$ cat config.mk
export PLATFORM = sky130hd
export DESIGN_NAME = same_mode_convolution_unit
export DESIGN_NICKNAME = d
export VERILOG_FILES = /design/src/sv/smconv_pkg.sv /design/src/sv/smconv_front.sv /design/src/sv/smconv_back.sv /design/src/sv/smconv_resq.sv /design/src/sv/same_mode_convolution_unit.sv
export VERILOG_INCLUDE_DIRS = /design/src /design/src/sv
export SDC_FILE = /design/constraint.sdc
export NUM_CORES = 2
export LEC_CHECK = 0
export BUFFER_PORTS_ARGS = -buffer_cell sky130_fd_sc_hd__buf_2
export CAP_MARGIN = 20
export CORE_MARGIN = 8
export CORE_UTILIZATION = 59
export CTS_BUF_LIST = sky130_fd_sc_hd__clkbuf_4
export DETAILED_ROUTE_END_ITERATION = 7
export HOLD_SLACK_MARGIN = 0.03
export PLACE_DENSITY = 0.74
export SLEW_MARGIN = 20
export SYNTH_ARGS = -nofsm -noshare
export SYNTH_HDL_FRONTEND = slang
export SYNTH_SLANG_ARGS = --single-unit
$ cat constraint.sdc
create_clock -name clk -period 6.1 [get_ports clk]
set_input_delay 0.915 -clock clk [delete_from_list [all_inputs] [get_ports clk]]
set_output_delay 0.915 -clock clk [all_outputs]
set_load 0.05 [all_outputs]
$ cat src/sv/assert_macros.svh
// Assertion macros used by the back end RTL file.
`ifndef ASSERT_MACROS_SVH
`define ASSERT_MACROS_SVH
// Check a condition at every clock edge outside reset.
`define ASSERT_ALWAYS(lbl, cond, msg) \
  lbl: assert property (@(posedge clk) disable iff (!rst_n) (cond)) else $error(msg);
// Check that a condition in one cycle leads to another in the next.
`define ASSERT_NEXT(lbl, ante, cons, msg) \
  lbl: assert property (@(posedge clk) disable iff (!rst_n) (ante) |=> (cons)) else $error(msg);
`endif

$ cat src/sv/smconv_pkg.sv
// Types and constants of the same mode convolution unit.
`timescale 1ns / 1ps
package smconv_pkg;
  localparam int MAX_TAPS    = 64;
  localparam int TAP_AW      = $clog2(MAX_TAPS);
  localparam int SAMPLE_BITS = 16;
  localparam int COEF_BITS   = 16;
  localparam int IDX_W       = 16;
  localparam int ACC_W       = 40;
  localparam int KLEN_W      = 7;
  localparam int PROD_W      = SAMPLE_BITS + COEF_BITS;

  localparam logic FUNC_TAP    = 1'b0;
  localparam logic FUNC_SAMPLE = 1'b1;

  typedef struct packed {
    logic                          is_sample;
    logic [TAP_AW-1:0]             tap_index;
    logic signed [SAMPLE_BITS-1:0] value;
    logic                          last;
  } cmd_t;

  typedef struct packed {
    logic signed [ACC_W-1:0] value;
    logic [IDX_W-1:0]        index;
    logic                    last;
  } res_t;
endpackage

$ cat src/sv/smconv_front.sv
// Input side: accept requests, classify them and queue them for the back end.
`timescale 1ns / 1ps
module smconv_front import smconv_pkg::*; (
  input  logic                          clk,
  input  logic                          rst_n,
  input  logic                          in_push,
  output logic                          in_full,
  input  logic                          in_func,
  input  logic [TAP_AW-1:0]             in_tap_index,
  input  logic signed [COEF_BITS-1:0]   in_tap_value,
  input  logic signed [SAMPLE_BITS-1:0] in_sample,
  input  logic                          in_last_sample,
  output logic                          cmd_empty,
  output cmd_t                          cmd_head,
  input  logic                          cmd_pop
);
  cmd_t       q_r [2];
  logic       wp_r, rp_r;
  logic [1:0] cnt_r;
  cmd_t       cmd_in;
  logic       do_push, do_pop;

  always_comb begin
    cmd_in.is_sample = (in_func == FUNC_SAMPLE);
    cmd_in.tap_index = in_tap_index;
    cmd_in.value     = cmd_in.is_sample ? in_sample : in_tap_value;
    cmd_in.last      = cmd_in.is_sample & in_last_sample;
  end

  assign in_full   = (cnt_r == 2'd2);
  assign cmd_empty = (cnt_r == 2'd0);
  assign cmd_head  = q_r[rp_r];
  assign do_push   = in_push & ~in_full;
  assign do_pop    = cmd_pop & ~cmd_empty;

  always_ff @(posedge clk) begin
    if (do_push) begin
      q_r[wp_r] <= cmd_in;
    end
  end

  always_ff @(posedge clk) begin
    if (!rst_n) begin
      wp_r  <= 1'b0;
      rp_r  <= 1'b0;
      cnt_r <= 2'd0;
    end else begin
      if (do_push) wp_r <= ~wp_r;
      if (do_pop)  rp_r <= ~rp_r;
      cnt_r <= cnt_r + {1'b0, do_push} - {1'b0, do_pop};
    end
  end
endmodule

$ cat src/sv/smconv_back.sv
// Back end: tap and history memories, output sequencer and shared multiply-accumulate.
`timescale 1ns / 1ps
`include "assert_macros.svh"
module smconv_back import smconv_pkg::*; (
  input  logic              clk,
  input  logic              rst_n,
  input  logic [KLEN_W-1:0] taps_len,
  input  logic              cmd_empty,
  input  cmd_t              cmd_head,
  output logic              cmd_pop,
  input  logic              res_full,
  output logic              res_push,
  output res_t              res_data
);
  typedef enum logic [1:0] {S_IDLE, S_CALC, S_DRAIN, S_EMIT} state_t;

  state_t                        state_r;
  logic [KLEN_W-1:0]             held_r, d_r, a_r;
  logic [TAP_AW-1:0]             wr_ptr_r, newest_r;
  logic [IDX_W-1:0]              count_r, newest_idx_r;
  logic                          last_r, first_r;
  logic                          v1_r, v2_r;
  logic signed [PROD_W-1:0]      prod_r;
  logic signed [ACC_W-1:0]       acc_r;

  logic signed [SAMPLE_BITS-1:0] hist_mem [MAX_TAPS];
  logic signed [COEF_BITS-1:0]   tap_mem  [MAX_TAPS];
  logic signed [SAMPLE_BITS-1:0] hist_rd_r;
  logic signed [COEF_BITS-1:0]   tap_rd_r;

  logic [KLEN_W-1:0] h, held_inc, a_hi, tail_hi, loop_d, t_idx;
  logic [TAP_AW-1:0] h_addr;
  logic              take, tap_wr, hist_wr, issue, fin;

  assign h        = taps_len >> 1;
  assign held_inc = (held_r == KLEN_W'(MAX_TAPS)) ? held_r : held_r + 1'b1;
  assign take     = (state_r == S_IDLE) & ~cmd_empty;
  assign cmd_pop  = take;
  assign tap_wr   = take & ~cmd_head.is_sample;
  assign hist_wr  = take & cmd_head.is_sample;
  assign issue    = (state_r == S_CALC);
  assign tail_hi  = taps_len - 1'b1 - h + d_r;
  assign a_hi     = ((held_r - 1'b1) < tail_hi) ? held_r - 1'b1 : tail_hi;
  assign t_idx    = h - d_r + a_r;
  assign h_addr   = newest_r - a_r[TAP_AW-1:0];
  // First tail output after the regular one: clip to the samples on hand.
  assign loop_d   = ((h - 1'b1) < (held_r - 1'b1)) ? h - 1'b1 : held_r - 1'b1;
  assign fin      = last_r & (d_r == '0);

  assign res_push       = (state_r == S_EMIT) & ~res_full;
  assign res_data.value = acc_r;
  assign res_data.index = newest_idx_r - IDX_W'(d_r);
  assign res_data.last  = fin;

  always_ff @(posedge clk) begin
    if (tap_wr) tap_mem[cmd_head.tap_index] <= cmd_head.value;
    if (hist_wr) hist_mem[wr_ptr_r] <= cmd_head.value;
    if (issue) begin
      hist_rd_r <= hist_mem[h_addr];
      tap_rd_r  <= tap_mem[t_idx[TAP_AW-1:0]];
    end
    prod_r <= hist_rd_r * tap_rd_r;
  end

  always_ff @(posedge clk) begin
    if (!rst_n) begin
      state_r      <= S_IDLE;
      held_r       <= '0;
      wr_ptr_r     <= '0;
      newest_r     <= '0;
      count_r      <= '0;
      newest_idx_r <= '0;
      last_r       <= 1'b0;
      first_r      <= 1'b0;
      d_r          <= '0;
      a_r          <= '0;
      v1_r         <= 1'b0;
      v2_r         <= 1'b0;
      acc_r        <= '0;
    end else begin
      v1_r <= issue;
      v2_r <= v1_r;
      if (v2_r) acc_r <= acc_r + ACC_W'(prod_r);
      unique case (state_r)
        S_IDLE: begin
          acc_r <= '0;
          a_r   <= '0;
          if (hist_wr) begin
            newest_r     <= wr_ptr_r;
            wr_ptr_r     <= wr_ptr_r + 1'b1;
            held_r       <= held_inc;
            newest_idx_r <= count_r;
            count_r      <= count_r + 1'b1;
            last_r       <= cmd_head.last;
            if (held_inc >= h + 1'b1) begin
              d_r     <= h;
              first_r <= 1'b1;
              state_r <= S_CALC;
            end else if (cmd_head.last) begin
              d_r     <= ((h - 1'b1) < (held_inc - 1'b1)) ? h - 1'b1 : held_inc - 1'b1;
              first_r <= 1'b0;
              state_r <= S_CALC;
            end
          end
        end
        S_CALC: begin
          if (a_r == a_hi) state_r <= S_DRAIN;
          else a_r <= a_r + 1'b1;
        end
        S_DRAIN: begin
          if (!v1_r && !v2_r) state_r <= S_EMIT;
        end
        S_EMIT: begin
          if (res_push) begin
            acc_r <= '0;
            a_r   <= '0;
            if (fin) begin
              held_r   <= '0;
              wr_ptr_r <= '0;
              count_r  <= '0;
              state_r  <= S_IDLE;
            end else if (last_r) begin
              d_r     <= first_r ? loop_d : d_r - 1'b1;
              first_r <= 1'b0;
              state_r <= S_CALC;
            end else begin
              state_r <= S_IDLE;
            end
          end
        end
        default: state_r <= S_IDLE;
      endcase
    end
  end

  `ASSERT_ALWAYS(a_held_range, held_r <= KLEN_W'(MAX_TAPS), "history count above depth")
  `ASSERT_NEXT(a_fin_clears, res_push && fin, held_r == '0 && count_r == '0, "final output left history")
  `ASSERT_ALWAYS(a_tap_in_len, !issue || t_idx < taps_len, "tap read beyond kernel length")
endmodule

$ cat src/sv/smconv_resq.sv
// Two-entry result queue toward the receiver.
`timescale 1ns / 1ps
module smconv_resq import smconv_pkg::*; (
  input  logic clk,
  input  logic rst_n,
  input  logic res_push,
  input  res_t res_data,
  output logic res_full,
  output logic out_empty,
  input  logic out_pop,
  output res_t out_head
);
  res_t       q_r [2];
  logic       wp_r, rp_r;
  logic [1:0] cnt_r;
  logic       do_push, do_pop;

  assign res_full  = (cnt_r == 2'd2);
  assign out_empty = (cnt_r == 2'd0);
  assign out_head  = q_r[rp_r];
  assign do_push   = res_push & ~res_full;
  assign do_pop    = out_pop & ~out_empty;

  always_ff @(posedge clk) begin
    if (do_push) q_r[wp_r] <= res_data;
  end

  always_ff @(posedge clk) begin
    if (!rst_n) begin
      wp_r  <= 1'b0;
      rp_r  <= 1'b0;
      cnt_r <= 2'd0;
    end else begin
      if (do_push) wp_r <= ~wp_r;
      if (do_pop)  rp_r <= ~rp_r;
      cnt_r <= cnt_r + {1'b0, do_push} - {1'b0, do_pop};
    end
  end
endmodule

$ cat src/sv/same_mode_convolution_unit.sv
// Top level of the streaming same mode convolution unit.
// Usage:
//   Input queue (in_push / in_full): a request with in_func low writes tap
//   in_tap_index; with in_func high it carries one sample, in_last_sample
//   marking the end of the signal. A request is taken when in_push is high
//   and in_full is low.
//   Result queue (out_empty / out_pop): out_value, out_index, out_last_out
//   hold the oldest result while out_empty is low; out_pop takes it.
//   APB port: register 0 at byte address 0 is kernel_length (reset 1).
// Back end: it handles one request at a time. An output sums N tap/sample
//   terms (N at most the kernel length), all through one shared 16x16
//   multiplier and the registered reads of the tap and history memories.
//   A sample other than the last gives at most one output; the last sample
//   flushes up to h + 1 outputs, h being half the kernel length.
// Reset clears the history count, sample index and queues; taps stay
//   undefined until written. When the receiver stops popping, the result
//   queue fills, the back end holds, and in_full rises once two requests wait.
`timescale 1ns / 1ps
module same_mode_convolution_unit import smconv_pkg::*; (
  input  logic                          clk,
  input  logic                          rst_n,
  input  logic                          in_push,
  output logic                          in_full,
  input  logic                          in_func,
  input  logic [TAP_AW-1:0]             in_tap_index,
  input  logic signed [COEF_BITS-1:0]   in_tap_value,
  input  logic signed [SAMPLE_BITS-1:0] in_sample,
  input  logic                          in_last_sample,
  output logic                          out_empty,
  input  logic                          out_pop,
  output logic signed [ACC_W-1:0]       out_value,
  output logic [IDX_W-1:0]              out_index,
  output logic                          out_last_out,
  input  logic                          psel,
  input  logic                          penable,
  input  logic                          pwrite,
  input  logic [1:0]                    paddr,
  input  logic [31:0]                   pwdata,
  output logic [31:0]                   prdata,
  output logic                          pready
);
  localparam logic [1:0] ADDR_KLEN = 2'd0;

  logic [KLEN_W-1:0] klen_r, taps_len;
  logic              cmd_empty, cmd_pop, res_full, res_push;
  cmd_t              cmd_head;
  res_t              res_data, out_head;

  // Register write on the access phase; reads at address 0 return the length register, others zero.
  assign pready = 1'b1;
  assign prdata = (paddr == ADDR_KLEN) ? {{(32-KLEN_W){1'b0}}, klen_r} : 32'd0;

  always_ff @(posedge clk) begin
    if (!rst_n) begin
      klen_r <= KLEN_W'(1);
    end else if (psel && penable && pwrite && pready && paddr == ADDR_KLEN) begin
      klen_r <= pwdata[KLEN_W-1:0];
    end
  end

  // Clamp: zero means one tap, anything above the store depth saturates.
  assign taps_len = (klen_r == '0) ? KLEN_W'(1) :
                    (klen_r > KLEN_W'(MAX_TAPS)) ? KLEN_W'(MAX_TAPS) : klen_r;

  smconv_front u_front (
    .clk, .rst_n, .in_push, .in_full, .in_func, .in_tap_index, .in_tap_value,
    .in_sample, .in_last_sample, .cmd_empty, .cmd_head, .cmd_pop
  );

  smconv_back u_back (
    .clk, .rst_n, .taps_len, .cmd_empty, .cmd_head, .cmd_pop,
    .res_full, .res_push, .res_data
  );

  smconv_resq u_resq (
    .clk, .rst_n, .res_push, .res_data, .res_full, .out_empty, .out_pop, .out_head
  );

  assign out_value    = out_head.value;
  assign out_index    = out_head.index;
  assign out_last_out = out_head.last;
endmodule
==> out/qor.txt <==
Outcome -> finished with violations
Failing checks -> setup timing
Final estimated routing congestion in global placement -> 0.8708
Seq. cell area -> 70530 µm²
Iteration count of the initial detailed-routing pass -> 6
Period utilization -> 1.023
Core region area -> 178600 µm²
Detailed-route wire length per cell -> 25.72 µm
CP endpoint -> u_back.prod_r[30]
Die Area -> 193600 µm²
Initial drt markers -> 5967
Synthesized area per cell -> 18.15 µm²
Filler Cells Inserted -> 11909
CTS Buffer Depth -> 4
Final hold vios -> 0
Vias in the first global route -> 59013
Critical path arrival -> 7.57 ns
Die Y -> 440.0 µm
Fin worst setup slack -> -0.1412 ns
Synth Cell Area -> 106000 µm²
Largest net degree at the start of global routing -> 109
Vias per std cell -> 6.028
Main synth FF type -> edfxtp_1
Slack of the worst reg-to-reg path -> -0.14 ns
Final min period -> 6.241 ns
Synth Register Bits -> 2402
Via count -> 57030
Clock insertion delay at the later pin of the skew report -> 1.44 ns
EDFF count, synth -> 2242
Clock sink count -> 2402
Cells after synthesis -> 5842
Area contributors post-synth -> edfxtp_1 63%, mux4_2 14%, fa_1 5.2%
CTS tree -> yes
Slew @ Worst Pin -> 1.176 ns
Slew HR -> 0.2134
Startpoint types -> flip-flop
Worst path cell trace -> buf_4, buf_4, and2_1, fa_1, inv_1, fa_1, inv_1, ha_1, inv_1, fa_1, fa_1, inv_1, fa_1, ha_1, a21oi_2, o211ai_1, nand3_1, a21boi_2, o311a_4, or4b_4, a31o_1, a21oi_2, xnor2_1
RSZ-0062 raised after global routing -> true
CTS clock-pin slew for the worst setup and hold paths -> 0.06 ns
GRT Total Usage -> 0.2505
Hpwl dp -> 148.2 mm
Critical path required time -> 7.43 ns
Num ports -> 173
Max Clock Freq -> 160.2 MHz
Count of cell types in the netlist -> 84
Post-synth top cells -> 2242 x edfxtp_1, 640 x mux4_2, 377 x inv_1
CP Buf/Inv Count -> 6
Maxcap violations -> 0
Multi-input logic area -> 33400 µm²
Post-layout util -> 0.6698
Worst Setup SP -> u_back.tap_rd_r[1]
HP Class -> in -> reg
Layout cells sized above 1 -> 0.3127
Global route overflow -> 0
Most used cell, CP -> fa_1
CP endpoint kind -> flip-flop
Final net count -> 7268
Setup TNS -> -0.1412 ns
Yosys top cell area share -> 0.6349
Initial Utilization -> 0.5937
Delay-heaviest family, CP -> adder cells
Slowest Stage Delay on Critical Path -> 0.55 ns
Initial antenna violation count -> 10
Seq/Total Area, Yosys -> 0.6651
Max Fanout on Critical Path -> 6
Synth area leader -> edfxtp_1
Setup CP Type -> reg -> reg
Max H-tree Level -> 6
R2R depth -> 23
YS warnings -> 0
Post-synth ARST share -> 0
Die extent in x -> 440.0 µm
RR Endpoint -> u_back.prod_r[30]
Layout area overhead -> 12.81%
Skew final -> 0.1476 ns
Levels on crit path -> 23
First-pass GRT wire length -> 362.1 mm
Count leader, synth -> edfxtp_1
FP Rows -> 155
Remaining antenna violation count -> 0
Root buf cell -> clkbuf_4
Slowest cell on the critical path -> fa_1
Drt total wl -> 243.3 mm
RR Startpoint -> u_back.tap_rd_r[1]
DRC viols -> 0
Num CTS Buffers -> 603
Port Buf Inserts -> 121
Final setup fails -> 1
Final Max Slew Viols -> 0
-- metrics by stage --
stage          area, µm²  instances  setup WS, ns  hold WS, ns
5_1_grt           119600       9454       -0.3109       0.1062
4_1_cts           119400       9434      -0.09086      0.03735
3_3_place_gp      111500       8390       -0.2314       0.4389
2_1_floorplan     106200       5867       0.02649       0.4295
3_5_place_dp      111500       8390       -0.3446       0.4506
6_report          119600       9461       -0.1412       0.1487
-- worst min path at each step --
stage,depth (start not counted),start,endpoint
2_1_floorplan,1,u_back.v1_r,u_back.v2_r
3_3_place_gp,1,u_back.v1_r,u_back.v2_r
3_5_place_dp,1,u_back.v1_r,u_back.v2_r
4_1_cts,3,rst_n,klen_r[0]
5_1_grt,3,rst_n,klen_r[0]
6_report,3,rst_n,klen_r[0]
-- placed cells by master, fill, tap and decap left out, drive strengths merged, types with 11 or more instances in the layout --
| cell type | n |
|---|---|
| conb | 27 |
| nand3 | 47 |
| dfxtp | 160 |
| nand4 | 16 |
| mux4 | 640 |
| a21boi | 25 |
| fa | 276 |
| buf | 474 |
| clkbuf | 853 |
| a21o | 54 |
| a211oi | 47 |
| edfxtp | 2242 |
| and3 | 12 |
| o21bai | 14 |
| ha | 196 |
| a31oi | 11 |
| nand2b | 32 |
| nor3 | 29 |
| mux2 | 93 |
| diode | 14 |
| inv | 388 |
| o21a | 13 |
| and2 | 133 |
| o21ai | 65 |
| nand2 | 280 |
| o211ai | 12 |
| xor2 | 60 |
| mux2i | 82 |
| xnor2 | 101 |
| nor2 | 256 |
| a21oi | 131 |
| nor2b | 64 |
| clkinv | 104 |
| dlygate4sd3 | 49 |
-- cell families after synthesis --
family	share of synthesized area
xor gates and xnor gates	0.01365
adders and majority gates	0.07523
and+or+nand+nor	0.04099
AOI/OAI and AO/OA	0.02645
buffers and inverters	0.02501
other	0.00007082
DFF	0.6651
muxes	0.1535
-- worst register-to-register path, stage by stage, from the launching register on --
cell and delay, ns:
edfxtp_1 0.51, buf_4 0.22, buf_4 0.14, and2_1 0.17
fa_1 0.54, inv_1 0.06, fa_1 0.54, inv_1 0.05
ha_1 0.17, inv_1 0.06, fa_1 0.45, fa_1 0.55
inv_1 0.05, fa_1 0.43, ha_1 0.34, a21oi_2 0.19
o211ai_1 0.15, nand3_1 0.17, a21boi_2 0.11, o311a_4 0.37
or4b_4 0.50, a31o_1 0.24, a21oi_2 0.15, xnor2_1 0.12
-- registers in the layout, indices dropped and copies added, names as in the netlist, 2 cells and up, named ones only --
| register | cells |
|---|---|
| klen_r | 7 |
| u_back.a_r | 7 |
| u_back.acc_r | 40 |
| u_back.count_r | 16 |
| u_back.d_r | 7 |
| u_back.held_r | 7 |
| u_back.hist_mem | 1024 |
| u_back.hist_rd_r | 16 |
| u_back.newest_idx_r | 16 |
| u_back.newest_r | 6 |
| u_back.prod_r | 32 |
| u_back.state_r | 2 |
| u_back.tap_mem | 1024 |
| u_back.tap_rd_r | 16 |
| u_back.wr_ptr_r | 6 |
| u_front.cnt_r | 2 |
| u_front.q_r | 48 |
| u_resq.cnt_r | 2 |
| u_resq.q_r | 114 |
-- cell type report --
| cell class | count | area share |
|---|---|---|
| diodes | 14 | 0.0002929 |
| well taps | 2355 | 0.02463 |
| clock inverters | 129 | 0.006547 |
| inverters | 377 | 0.01183 |
| flip-flops and latches | 2402 | 0.5896 |
| clock buffers | 853 | 0.05353 |
| multi-input cells | 2808 | 0.2792 |
| repair buffers | 523 | 0.03437 |
-- routing by layer --
metal,wire (µm),part of all wire,track usage,up-vias
li1,-,-,-,24576
met1,94610,0.39,0.3386,29308
met2,120800,0.50,0.4104,2656
met3,20030,0.082,0.05162,490
met4,7922,0.033,0.08921,0
met5,0,0,0,-
-- timing repair --
action	CTS	global route
setup endpoints to repair	5	8
hold buffers	49	0
pin swaps	47	21
hold endpoints to repair	58	0
setup buffers	13	11
resized for setup	36	36
Power is left out: the tool's default activity adds up to more than one toggle a clock period on the data nets, which glitch-free logic cannot reach.
